--- src/hdl/rau_pkg.sv ---
`timescale 1ns / 1ps
// ----------------------------------------------------------------------------
// Rational arithmetic unit package
// Item types, operation and status codes, and the controller to datapath
// command and status bundles.
// ----------------------------------------------------------------------------
package rau_pkg;

   localparam logic [1:0] OP_ADD = 2'd0;
   localparam logic [1:0] OP_SUB = 2'd1;
   localparam logic [1:0] OP_MUL = 2'd2;
   localparam logic [1:0] OP_DIV = 2'd3;

   localparam logic [1:0] ST_OK       = 2'd0;
   localparam logic [1:0] ST_DIV_ZERO = 2'd1;
   localparam logic [1:0] ST_DEN_FIX  = 2'd2;

   typedef struct packed {
      logic [1:0]         req_type;
      logic signed [31:0] a_num;
      logic [30:0]        a_den;
      logic signed [31:0] b_num;
      logic [30:0]        b_den;
   } rau_req_type;

   typedef struct packed {
      logic signed [31:0] res_num;
      logic [30:0]        res_den;
      logic [1:0]         status;
   } rau_rsp_type;

   typedef enum logic [3:0] {
      CMD_NOP,
      CMD_MUL_A,
      CMD_MUL_B,
      CMD_MUL_C,
      CMD_ACC,
      CMD_PREP,
      CMD_DIV_GCD,
      CMD_GCD_STEP,
      CMD_DIV_QN,
      CMD_DIV_QD,
      CMD_SIGN,
      CMD_DIV_ZERO
   } dp_cmd_type;

   typedef struct packed {
      dp_cmd_type cmd;
      logic       load;
      logic       out_load;
   } rau_ctrl_type;

   typedef struct packed {
      logic div_zero;
      logic y_zero;
      logic div_done;
   } rau_stat_type;

endpackage

--- src/hdl/rau_div.sv ---
`timescale 1ns / 1ps
// ----------------------------------------------------------------------------
// Rational arithmetic unit serial divider
// Restoring unsigned divider that produces one quotient bit per cycle and
// pulses done when quotient and remainder are ready.
// ----------------------------------------------------------------------------
module rau_div #(
   parameter int WORD_BITS = 32
) (
   input  logic                 clock,
   input  logic                 reset,
   input  logic                 start,
   input  logic [WORD_BITS-1:0] dividend,
   input  logic [WORD_BITS-1:0] divisor,
   output logic [WORD_BITS-1:0] quot,
   output logic [WORD_BITS-1:0] rem,
   output logic                 done
);

   localparam int W  = WORD_BITS;
   localparam int CW = $clog2(W);

   logic [W-1:0]  quo_ff, quo_in;
   logic [W-1:0]  rem_ff, rem_in;
   logic [W-1:0]  dvs_ff;
   logic [CW-1:0] cnt_ff;
   logic          busy_ff;
   logic          done_ff;
   logic [W:0]    trial;
   logic [W:0]    diff;
   logic          ge;

   assign trial  = {rem_ff, quo_ff[W-1]};
   assign diff   = trial - {1'b0, dvs_ff};
   assign ge     = ~diff[W];
   assign rem_in = ge ? diff[W-1:0] : trial[W-1:0];
   assign quo_in = {quo_ff[W-2:0], ge};

   always_ff @(posedge clock) begin
      if (reset) begin
         busy_ff <= 1'b0;
         done_ff <= 1'b0;
         cnt_ff  <= '0;
      end else begin
         done_ff <= 1'b0;
         if (start) begin
            busy_ff <= 1'b1;
            cnt_ff  <= CW'(W - 1);
         end else if (busy_ff) begin
            cnt_ff <= cnt_ff - 1'b1;
            if (cnt_ff == '0) begin
               busy_ff <= 1'b0;
               done_ff <= 1'b1;
            end
         end
      end
   end

   always_ff @(posedge clock) begin
      if (start) begin
         quo_ff <= dividend;
         rem_ff <= '0;
         dvs_ff <= divisor;
      end else if (busy_ff) begin
         quo_ff <= quo_in;
         rem_ff <= rem_in;
      end
   end

   assign quot = quo_ff;
   assign rem  = rem_ff;
   assign done = done_ff;

endmodule

--- src/hdl/rau_dp.sv ---
`timescale 1ns / 1ps
// ----------------------------------------------------------------------------
// Rational arithmetic unit datapath
// Operand registers, shared multiplier, Euclid registers, sign fix-up and
// the result register, all driven by commands from the controller.
// ----------------------------------------------------------------------------
module rau_dp
   import rau_pkg::*;
#(
   parameter int WORD_BITS = 32
) (
   input  logic         clock,
   input  logic         reset,
   input  rau_req_type  req_item,
   input  rau_ctrl_type ctrl,
   output rau_stat_type stat,
   output rau_rsp_type  rsp_item
);

   localparam int W = WORD_BITS;

   logic [1:0]   op_ff;
   logic [W-1:0] an_ff, ad_ff, bn_ff, bd_ff;
   logic [W-1:0] prod_ff, num_ff, den_ff;
   logic [W-1:0] mn_ff, md_ff, x_ff, y_ff, qn_ff;
   logic [W-1:0] rn_ff, rd_ff;
   logic         sn_ff, sd_ff;
   logic [1:0]   st_ff;
   rau_rsp_type  rsp_ff;

   logic [W-1:0] mul_a, mul_b, mul_res;
   logic         div_start, div_done;
   logic [W-1:0] div_dvd, div_dvs, div_quot, div_rem;
   logic [W-1:0] den_fix, rn_t, rd_t, rn_s, rd_s;

   always_comb begin
      mul_a = an_ff;
      mul_b = bd_ff;
      case (ctrl.cmd)
         CMD_MUL_A: begin
            mul_a = an_ff;
            mul_b = (op_ff == OP_MUL) ? bn_ff : bd_ff;
         end
         CMD_MUL_B: begin
            mul_a = ad_ff;
            mul_b = (op_ff == OP_DIV) ? bn_ff : bd_ff;
         end
         CMD_MUL_C: begin
            mul_a = bn_ff;
            mul_b = ad_ff;
         end
         default: begin
            mul_a = an_ff;
            mul_b = bd_ff;
         end
      endcase
   end

   assign mul_res = mul_a * mul_b;

   always_comb begin
      div_start = 1'b0;
      div_dvd   = x_ff;
      div_dvs   = y_ff;
      case (ctrl.cmd)
         CMD_DIV_GCD: begin
            div_start = 1'b1;
            div_dvd   = x_ff;
            div_dvs   = y_ff;
         end
         CMD_DIV_QN: begin
            div_start = 1'b1;
            div_dvd   = mn_ff;
            div_dvs   = x_ff;
         end
         CMD_DIV_QD: begin
            div_start = 1'b1;
            div_dvd   = md_ff;
            div_dvs   = x_ff;
         end
         default: begin
            div_start = 1'b0;
         end
      endcase
   end

   rau_div #(
      .WORD_BITS(W)
   ) u_div (
      .clock   (clock),
      .reset   (reset),
      .start   (div_start),
      .dividend(div_dvd),
      .divisor (div_dvs),
      .quot    (div_quot),
      .rem     (div_rem),
      .done    (div_done)
   );

   assign den_fix = (den_ff == '0) ? W'(1) : den_ff;

   always_comb begin
      rn_t = sn_ff ? (W'(0) - qn_ff) : qn_ff;
      rd_t = sd_ff ? (W'(0) - div_quot) : div_quot;
      rn_s = rd_t[W-1] ? (W'(0) - rn_t) : rn_t;
      rd_s = rd_t[W-1] ? (W'(0) - rd_t) : rd_t;
   end

   always_ff @(posedge clock) begin
      if (ctrl.load) begin
         op_ff <= req_item.req_type;
         an_ff <= W'(req_item.a_num);
         ad_ff <= W'(req_item.a_den);
         bn_ff <= W'(req_item.b_num);
         bd_ff <= W'(req_item.b_den);
         st_ff <= ST_OK;
      end else begin
         case (ctrl.cmd)
            CMD_MUL_A: begin
               prod_ff <= mul_res;
            end
            CMD_MUL_B: begin
               num_ff  <= prod_ff;
               prod_ff <= mul_res;
            end
            CMD_MUL_C: begin
               den_ff  <= prod_ff;
               prod_ff <= mul_res;
            end
            CMD_ACC: begin
               if (op_ff == OP_ADD) begin
                  num_ff <= num_ff + prod_ff;
               end else if (op_ff == OP_SUB) begin
                  num_ff <= num_ff - prod_ff;
               end
            end
            CMD_PREP: begin
               if (den_ff == '0) begin
                  st_ff <= ST_DEN_FIX;
               end
               sn_ff <= num_ff[W-1];
               sd_ff <= den_fix[W-1];
               mn_ff <= num_ff[W-1] ? (W'(0) - num_ff) : num_ff;
               md_ff <= den_fix[W-1] ? (W'(0) - den_fix) : den_fix;
               x_ff  <= num_ff[W-1] ? (W'(0) - num_ff) : num_ff;
               y_ff  <= den_fix[W-1] ? (W'(0) - den_fix) : den_fix;
            end
            CMD_GCD_STEP: begin
               x_ff <= y_ff;
               y_ff <= div_rem;
            end
            CMD_DIV_QD: begin
               qn_ff <= div_quot;
            end
            CMD_SIGN: begin
               rn_ff <= rn_s;
               if (rd_s[W-1] || (rd_s == '0)) begin
                  rd_ff <= W'(1);
                  st_ff <= ST_DEN_FIX;
               end else begin
                  rd_ff <= rd_s;
               end
            end
            CMD_DIV_ZERO: begin
               rn_ff <= '0;
               rd_ff <= W'(1);
               st_ff <= ST_DIV_ZERO;
            end
            default: begin
               st_ff <= st_ff;
            end
         endcase
      end
   end

   always_ff @(posedge clock) begin
      if (ctrl.out_load) begin
         rsp_ff.res_num <= 32'($signed(rn_ff));
         rsp_ff.res_den <= 31'(rd_ff);
         rsp_ff.status  <= st_ff;
      end
   end

   assign stat.div_zero = (op_ff == OP_DIV) && (bn_ff == '0);
   assign stat.y_zero   = (y_ff == '0);
   assign stat.div_done = div_done;
   assign rsp_item      = rsp_ff;

endmodule

--- src/hdl/rau_ctrl.sv ---
`timescale 1ns / 1ps
// ----------------------------------------------------------------------------
// Rational arithmetic unit controller
// Sequences the multiplies, the Euclid loop, the two reducing divisions and
// the result hand-off, and owns both channel handshakes.
// ----------------------------------------------------------------------------
module rau_ctrl
   import rau_pkg::*;
(
   input  logic         clock,
   input  logic         reset,
   input  logic         req_valid,
   output logic         req_stall,
   output logic         rsp_valid,
   input  logic         rsp_stall,
   input  rau_stat_type stat,
   output rau_ctrl_type ctrl
);

   typedef enum logic [3:0] {
      S_IDLE,
      S_MUL_A,
      S_MUL_B,
      S_MUL_C,
      S_ACC,
      S_PREP,
      S_GCD_TEST,
      S_GCD_WAIT,
      S_GCD_STEP,
      S_QN_WAIT,
      S_QD_WAIT,
      S_SIGN,
      S_DZ,
      S_OUT
   } state_type;

   state_type  state_ff;
   dp_cmd_type cmd_ff;
   logic       stall_ff;
   logic       rsp_valid_ff;
   logic       accept;
   logic       out_load;

   assign accept   = req_valid & ~stall_ff;
   assign out_load = (state_ff == S_OUT) & (~rsp_valid_ff | ~rsp_stall);

   always_ff @(posedge clock) begin
      if (reset) begin
         state_ff     <= S_IDLE;
         cmd_ff       <= CMD_NOP;
         stall_ff     <= 1'b0;
         rsp_valid_ff <= 1'b0;
      end else begin
         if (out_load) begin
            rsp_valid_ff <= 1'b1;
         end else if (~rsp_stall) begin
            rsp_valid_ff <= 1'b0;
         end
         cmd_ff <= CMD_NOP;
         case (state_ff)
            S_IDLE: begin
               if (accept) begin
                  stall_ff <= 1'b1;
                  state_ff <= S_MUL_A;
                  cmd_ff   <= CMD_MUL_A;
               end
            end
            S_MUL_A: begin
               if (stat.div_zero) begin
                  state_ff <= S_DZ;
                  cmd_ff   <= CMD_DIV_ZERO;
               end else begin
                  state_ff <= S_MUL_B;
                  cmd_ff   <= CMD_MUL_B;
               end
            end
            S_MUL_B: begin
               state_ff <= S_MUL_C;
               cmd_ff   <= CMD_MUL_C;
            end
            S_MUL_C: begin
               state_ff <= S_ACC;
               cmd_ff   <= CMD_ACC;
            end
            S_ACC: begin
               state_ff <= S_PREP;
               cmd_ff   <= CMD_PREP;
            end
            S_PREP: begin
               state_ff <= S_GCD_TEST;
            end
            S_GCD_TEST: begin
               if (stat.y_zero) begin
                  state_ff <= S_QN_WAIT;
                  cmd_ff   <= CMD_DIV_QN;
               end else begin
                  state_ff <= S_GCD_WAIT;
                  cmd_ff   <= CMD_DIV_GCD;
               end
            end
            S_GCD_WAIT: begin
               if (stat.div_done) begin
                  state_ff <= S_GCD_STEP;
                  cmd_ff   <= CMD_GCD_STEP;
               end
            end
            S_GCD_STEP: begin
               state_ff <= S_GCD_TEST;
            end
            S_QN_WAIT: begin
               if (stat.div_done) begin
                  state_ff <= S_QD_WAIT;
                  cmd_ff   <= CMD_DIV_QD;
               end
            end
            S_QD_WAIT: begin
               if (stat.div_done) begin
                  state_ff <= S_SIGN;
                  cmd_ff   <= CMD_SIGN;
               end
            end
            S_SIGN: begin
               state_ff <= S_OUT;
            end
            S_DZ: begin
               state_ff <= S_OUT;
            end
            S_OUT: begin
               if (out_load) begin
                  state_ff <= S_IDLE;
                  stall_ff <= 1'b0;
               end
            end
            default: begin
               state_ff <= S_IDLE;
               stall_ff <= 1'b0;
            end
         endcase
      end
   end

   assign ctrl.cmd      = cmd_ff;
   assign ctrl.load     = accept;
   assign ctrl.out_load = out_load;
   assign req_stall     = stall_ff;
   assign rsp_valid     = rsp_valid_ff;

endmodule

--- src/hdl/rational_arithmetic_unit.sv ---
`timescale 1ns / 1ps
// ----------------------------------------------------------------------------
// Rational arithmetic unit
// Adds, subtracts, multiplies or divides two fractions and returns the result
// reduced to lowest terms with a positive denominator and a status code.
// ----------------------------------------------------------------------------
// One item is worked at a time. The serial divider, which retires one quotient
// bit per cycle, sets the time an item takes: it serves every Euclid remainder
// step for the unreduced result and then the two divisions by the common
// divisor. A divide by a zero fraction skips the remaining multiplies, the
// Euclid loop and the divisions. A finished result waits in the output register
// while the next item is already accepted.
module rational_arithmetic_unit
   import rau_pkg::*;
#(
   parameter int WORD_BITS = 32
) (
   input  logic        clock,
   input  logic        reset,
   input  logic        req_valid,
   output logic        req_stall,
   input  rau_req_type req_item,
   output logic        rsp_valid,
   input  logic        rsp_stall,
   output rau_rsp_type rsp_item
);

   rau_ctrl_type ctrl;
   rau_stat_type stat;

   rau_ctrl u_ctrl (
      .clock    (clock),
      .reset    (reset),
      .req_valid(req_valid),
      .req_stall(req_stall),
      .rsp_valid(rsp_valid),
      .rsp_stall(rsp_stall),
      .stat     (stat),
      .ctrl     (ctrl)
   );

   rau_dp #(
      .WORD_BITS(WORD_BITS)
   ) u_dp (
      .clock   (clock),
      .reset   (reset),
      .req_item(req_item),
      .ctrl    (ctrl),
      .stat    (stat),
      .rsp_item(rsp_item)
   );

endmodule

--- config.mk ---
export PLATFORM = sky130hd
export DESIGN_NAME = rational_arithmetic_unit
export DESIGN_NICKNAME = d
export VERILOG_FILES = /design/src/hdl/rau_pkg.sv /design/src/hdl/rau_div.sv /design/src/hdl/rau_dp.sv /design/src/hdl/rau_ctrl.sv /design/src/hdl/rational_arithmetic_unit.sv
export SDC_FILE = /design/constraint.sdc
export NUM_CORES = 2
export LEC_CHECK = 0
export ABC_CLOCK_PERIOD_IN_PS = 9050
export BUFFER_PORTS_ARGS = -buffer_cell sky130_fd_sc_hd__buf_2
export CORE_MARGIN = 2
export CORE_UTILIZATION = 39
export CTS_BUF_LIST = sky130_fd_sc_hd__clkbuf_8
export DETAILED_ROUTE_END_ITERATION = 7
export PLACE_DENSITY_LB_ADDON = 0.25
export SLEW_MARGIN = 5
export SYNTH_ARGS = -nofsm -noshare
export SYNTH_HDL_FRONTEND = slang
export SYNTH_HIERARCHICAL = 1
export SYNTH_SLANG_ARGS = --single-unit
--- constraint.sdc ---
create_clock -name clock -period 9.05 [get_ports clock]
set_input_delay 0.4525 -clock clock [delete_from_list [all_inputs] [get_ports clock]]
set_output_delay 0.4525 -clock clock [all_outputs]
set_load 0.02 [all_outputs]
# [Word-level counts from Yosys, hierarchy flattened]
# Index checks and enable logic that the tools add are counted.
[op_classes] n_addsub=10 mul=1 div_mod_pow=0 order_cmp=0 n_eq_ne=36 n_shift=0 muxes=54 bitwise_logic=10 reduce_logical=31
[op_table] cell="$mux W32" count=15
[op_table] cell="$pmux W32 S2" count=6
[op_table] cell="$sub A1 B32 Y32 const A" count=6
[op_table] cell="$logic_not A32 Y1" count=4
[op_table] cell="$pmux W32 S3" count=1
[op_table] cell="$pmux W31 S2" count=1
[op_table] cell="$pmux W4 S12" count=1
[op_table] cell="$mux W4" count=11
[op_table] cell="$eq A4 B4 Y1 const B" count=10
[op_table] cell="$pmux W4 S9" count=1
[op_table] cell="$sub A33 B32 Y33" count=1
[op_table] cell="$add A32 B32 Y32" count=1
[op_table] cell="$eq A4 B3 Y1 const B" count=8
[op_table] cell="$mul A32 B32 Y32" count=1
[op_table] cell="$sub A32 B32 Y32" count=1
[op_table] cell="$mux W31" count=1
[op_table] cell="$eq A4 B2 Y1 const B" count=4
[op_table] cell="$ne A2 B1 Y1 const B" count=8
[op_table] cell="$reduce_and A2 Y1" count=6
[op_table] cell="$reduce_or A12 Y1" count=1
[op_table] cell="$mux W1" count=10
[op_table] cell="$mux W5" count=2
[op_table] cell="$reduce_and A3 Y1" count=3
[op_table] cell="$reduce_or A3 Y1" count=3
[op_table] cell="other kinds (21)" count=36
[word_totals] regBits=629 latchBits=0 mem_bits_rw=0 mem_bits_ro=0 inputBits=132 out_inout_bits=67 elab_cells=173 memories=0

# [Logic depth before layout (Yosys ltp)]
[logic_depth] word_depth=8 mapped_depth=35 depth_no_buf=30

# [Modules after synthesis]
# The synthesis kept the hierarchy.
[by_module_without_submodules] module="rau_dp" n_inst=1 cells_each=3963 area_each_um2=42354.4 seq_area_each_um2=15474.8
[by_module_without_submodules] module="rau_div" n_inst=1 cells_each=578 area_each_um2=5880.6 seq_area_each_um2=2702.6
[by_module_without_submodules] module="rau_ctrl" n_inst=1 cells_each=93 area_each_um2=720.7 seq_area_each_um2=200.2

# [Least setup slack after synthesis]
# OpenSTA, ideal clock, no wires.
[synth_path] kind="register to register" from="register u_ctrl.cmd_ff[3]" to="register u_dp.prod_ff[31], data pin" setup_time_ps=271 t_arrival_ps=8738 required_time_ps=8779 path_slack_ps=41 stages_incl_launch_ff=30 path_buffers=5 synth_period_minus_slack_ps=9009 cell_sequence="dfxtp_1 -> clkbuf_1 -> or3b_2 -> a2bb2oi_1 -> clkbuf_1 -> clkbuf_1 -> buf_1 -> a221oi_1 -> clkbuf_1 -> nor2_1 -> fa_1 -> inv_1 -> fa_1 -> fa_1 -> fa_1 -> inv_1 -> fa_1 -> inv_1 -> fa_1 -> inv_1 -> fa_1 -> fa_1 -> ha_1 -> a21o_1 -> a21o_1 -> o31a_1 -> o41a_1 -> and4_1 -> a2111oi_0 -> xnor2_1"
[synth_between] elab_chain_cells=3 elab_cells_between_ends=6 cone_classes="mul (1); eq/ne (3); mux (2)"
[synth_lines] element="from (decl)" line_no="rau_ctrl.sv:38" rtl="dp_cmd_type cmd_ff;"
[synth_lines] element="from (signal assigned)" line_no="rau_ctrl.sv:50" rtl="cmd_ff <= CMD_NOP;"
[synth_lines] element="from (signal assigned)" line_no="rau_ctrl.sv:59" rtl="cmd_ff <= CMD_NOP;"
[synth_lines] element="from (signal assigned)" line_no="rau_ctrl.sv:65" rtl="cmd_ff <= CMD_MUL_A;"
[synth_lines] element="$eq A4 B2 Y1 or $eq A4 B1 Y1 (tied branches)" line_no="rau_dp.sv:39" rtl="case (ctrl.cmd)"
[synth_lines] element="$pmux W32 S3 or $pmux W32 S2 (tied branches)" line_no="rau_dp.sv:39"
[synth_lines] element="$mul A32 B32 Y32 *" line_no="rau_dp.sv:59" rtl="assign mul_res = mul_a * mul_b;"
[synth_lines] element="net u_dp.mul_res[31]" line_no="rau_dp.sv:31" rtl="logic [W-1:0] mul_a, mul_b, mul_res;"
[synth_lines] element="to (signal assigned)" line_no="rau_dp.sv:120" rtl="prod_ff <= mul_res;"
[synth_lines] element="to (signal assigned)" line_no="rau_dp.sv:124" rtl="prod_ff <= mul_res;"
[synth_lines] element="to (signal assigned)" line_no="rau_dp.sv:128" rtl="prod_ff <= mul_res;"
[synth_lines] element="to (decl)" line_no="rau_dp.sv:24" rtl="logic [W-1:0] prod_ff, num_ff, den_ff;"
# The timed path passes the listed nets; every way through them passes the cells marked *.
# A chain may end at the register's enable or synchronous reset.

# [Final worst setup path]
[layout_path] from="register u_ctrl.cmd_ff[1]" to="register u_dp.prod_ff[31], data pin"
# Same word-level chain as after synthesis.

==> impl_metrics.csv <==
group,metric,value,unit
routing,drcViolationCount,0,
timing,max_freq,115,MHz
floorplan,start_util,39.4,%
synth,syn_area_per_cell,10.6,sq um
synth,yosysSeqAreaShare,37.5,%
worst_setup_path,critPathRequiredTime,9.58,ns
synth,synthSimpleGateAreaFrac,13.6,%
timing,setup_viol,0,
routing,wirelength,152,mm
finish,nFillCells,11600,
routing,vias_per_cell,5.47,
floorplan,die_height,358,um
finish,area_delta_synth_final,13.6,%
timing,finalSetupTns,0,ns
timing,final_max_slew_viol_count,0,
finish,fin_util,44.8,%
synth,syn_inst,4634,
clock_tree,max-clock-path-buffers,3,
placed_design,gp_congestion,0.957,
clock_tree,cts_made_buffers,106,
routing,drt_iter0_markers,3304,
finish,layout_commonest_cell,"edfxtp_1",
placed_design,dp.cells,6358,
run,max_cap_violations,0,
routing,ant_nets,0,
timing,maxSlewHeadroom,22.0,%
floorplan,num_io_pins,199,
finish,multi_input_area,28000,sq um
timing,fin_skew,0.0618,ns
status,outcome,"completed",
routing,drt-wirelength-per-cell,22.7,um
synth,synth_fp_nets,5369,
global_routing,track_usage,23.8,%
synth,synth-edff-count,578,
synth,yosysUniqueCellTypes,106,
synth,ys.warnings.count,6,
worst_setup_path,critPathMaxFanout,32,
worst_setup_path,worstSetupStartpointType,"flop",
placed_design,numPortBuffers,198,
global_routing,grt_max_degree,76,
floorplan,fp.dieW,358,um
global_routing,antenna_found_initial,6,
floorplan,dieArea,128000,sq um
placed_design,dp_hpwl,115,mm
synth,synth_mux_area_share,4.51,%
timing,min_period_over_period,95.8,%
synth,synthesis.area,49000,sq um
worst_setup_path,cp.arrival,9.20,ns
synth,synth_xor_area_share,6.39,%
finish,regArea,18400,sq um
synth,synth_top_family_by_area,"adder cells",
global_routing,grt.overflow.total,0,
timing,grt_setup_unrepaired,"false",
timing,worst_slew_pin_slew,1.16,ns
finish,layout_common_cells,"edfxtp_1 (578), nor2_1 (516), inv_1 (506)",
floorplan,core,124000,sq um
finish,layout.cells.non_filler,6691,
clock_tree,htree_levels,3,
synth,ys_ff_latch,629,
routing,first_pass_iters,6,
worst_setup_path,critical_path_class,"flop to flop",
global_routing,grt_pass1_vias,37200,
synth,synthAdderAreaFrac,21.7,%
worst_hold_path,hold_depth,2,
synth,synth-compound-area-share,10.6,%
finish,largest_reg_flops,65,
routing,vias,36600,
clock_tree,clk_latency,0.80,ns
clock_tree,cts_root_buffer,"clkbuf_8",
timing,finalHoldViolCount,0,
timing,timing.hold.ws,0.374,ns
synth,async_flop_share,0,%
clock_tree,cts_tree,"built",
floorplan,rows,129,
timing,fin_crit,8.67,ns
worst_setup_path,end_kind,"flop",
clock_tree,cts_sinks,629,
finish,drive_gt1_share,14.4,%
finish,nNetsFinal,5697,
worst_setup_path,reg2reg_depth,25,
synth,synth_ff_type,"edfxtp_1",
worst_hold_path,hp-class,"input port to flop",
clock_tree,clkTransAtPathRegs,0.07,ns
global_routing,grt_pass1_wl,230,mm
## metal layers
layer | global-route usage (%) | part of all wire (%) | vias up
li1 | - | - | 16800
met1 | 30.6 | 41 | 18100
met2 | 39.6 | 48 | 1304
met3 | 3.72 | 6.2 | 338
met4 | 10.8 | 4.8 | 2
met5 | 0 | 0.0046 | -
## Yosys cell counts (28+ instances only)
cell type	number	share of area, %
nand3_1	47	0.48
o21ai_0	153	1.6
or3_1	64	0.82
nor4_1	45	0.58
a21o_1	40	0.61
a31oi_1	36	0.46
a211oi_1	32	0.49
inv_1	468	3.6
xor2_1	106	1.9
mux2i_1	70	1.4
o31ai_1	45	0.69
nand2_1	404	3.1
clkbuf_1	179	1.4
nor3_1	65	0.66
a21oi_1	136	1.4
mux2_2	133	3.1
xnor2_1	243	4.3
fa_1	410	17
nor2_1	523	4.0
ha_1	193	4.9
o221ai_1	30	0.54
nand2b_1	63	0.81
o221a_2	28	0.64
dfxtp_1	51	2.1
o41ai_1	28	0.50
edfxtp_1	578	35
## what timing repair did
action / CTS / global route
buffers inserted: 0 / 1
resized for setup: 0 / 9
setup endpoints to repair: 0 / 1
hold endpoints to repair: 140 / 0
hold buffers: 132 / 0
## critical path, stage by stage, from the launching register on
cell and delay (ns):
dfxtp_2 0.40, or3b_2 0.52, buf_4 0.26, or3_1 0.35
o221ai_1 0.33, nor2_1 0.15, fa_1 0.45, fa_1 0.46
fa_1 0.55, inv_1 0.05, fa_1 0.47, inv_1 0.08
fa_1 0.50, inv_1 0.06, fa_1 0.52, inv_1 0.05
fa_1 0.49, fa_1 0.41, ha_1 0.35, a21o_1 0.17
a21o_1 0.22, o31a_1 0.34, o41a_1 0.45, and4_1 0.22
a2111oi_1 0.46, xnor2_1 0.13
## stage by stage
| step | setup WS, ns | area (sq um) |
|---|---|---|
| 2_1_floorplan | 0.0414 | 49000 |
| 3_3_place_gp | 0.178 | 52200 |
| 3_5_place_dp | 0.00866 | 52200 |
| 4_1_cts | 0.0497 | 55600 |
| 5_1_grt | 0.00632 | 55600 |
| 6_report | 0.383 | 55600 |
## cells by family after synthesis
family          Yosys count
simple gates           1406
compound gates          736
buf+inv                 703
flops                   629
fa+ha+maj               603
xor+xnor                353
mux                     204
## final timing paths
| path | from | end | slack (ns) |
|---|---|---|---|
| worst max-delay path | u_ctrl/cmd_ff[1] | u_dp/prod_ff[31] | 0.38 |
| worst min-delay path | req_item[25] | u_dp/bd_ff[25] | 0.37 |
| worst max register to register | u_ctrl/cmd_ff[1] | u_dp/prod_ff[31] | 0.38 |
| worst min register to register | u_dp/rn_ff[21] | u_dp/rsp_item[54] | 0.38 |
## area by class of cell
class	count	area share, %
antenna	2	0.00900
clock buffer	111	2.75
clock inverter	87	1.03
inverter	468	3.17
multi-input combinational	3302	50.4
sequential	629	33.0
tap	1637	3.68
timing repair buffer	455	5.92
Power is not shown: default switching activity piles up to over one toggle a cycle in this logic, so the estimate is an artifact.
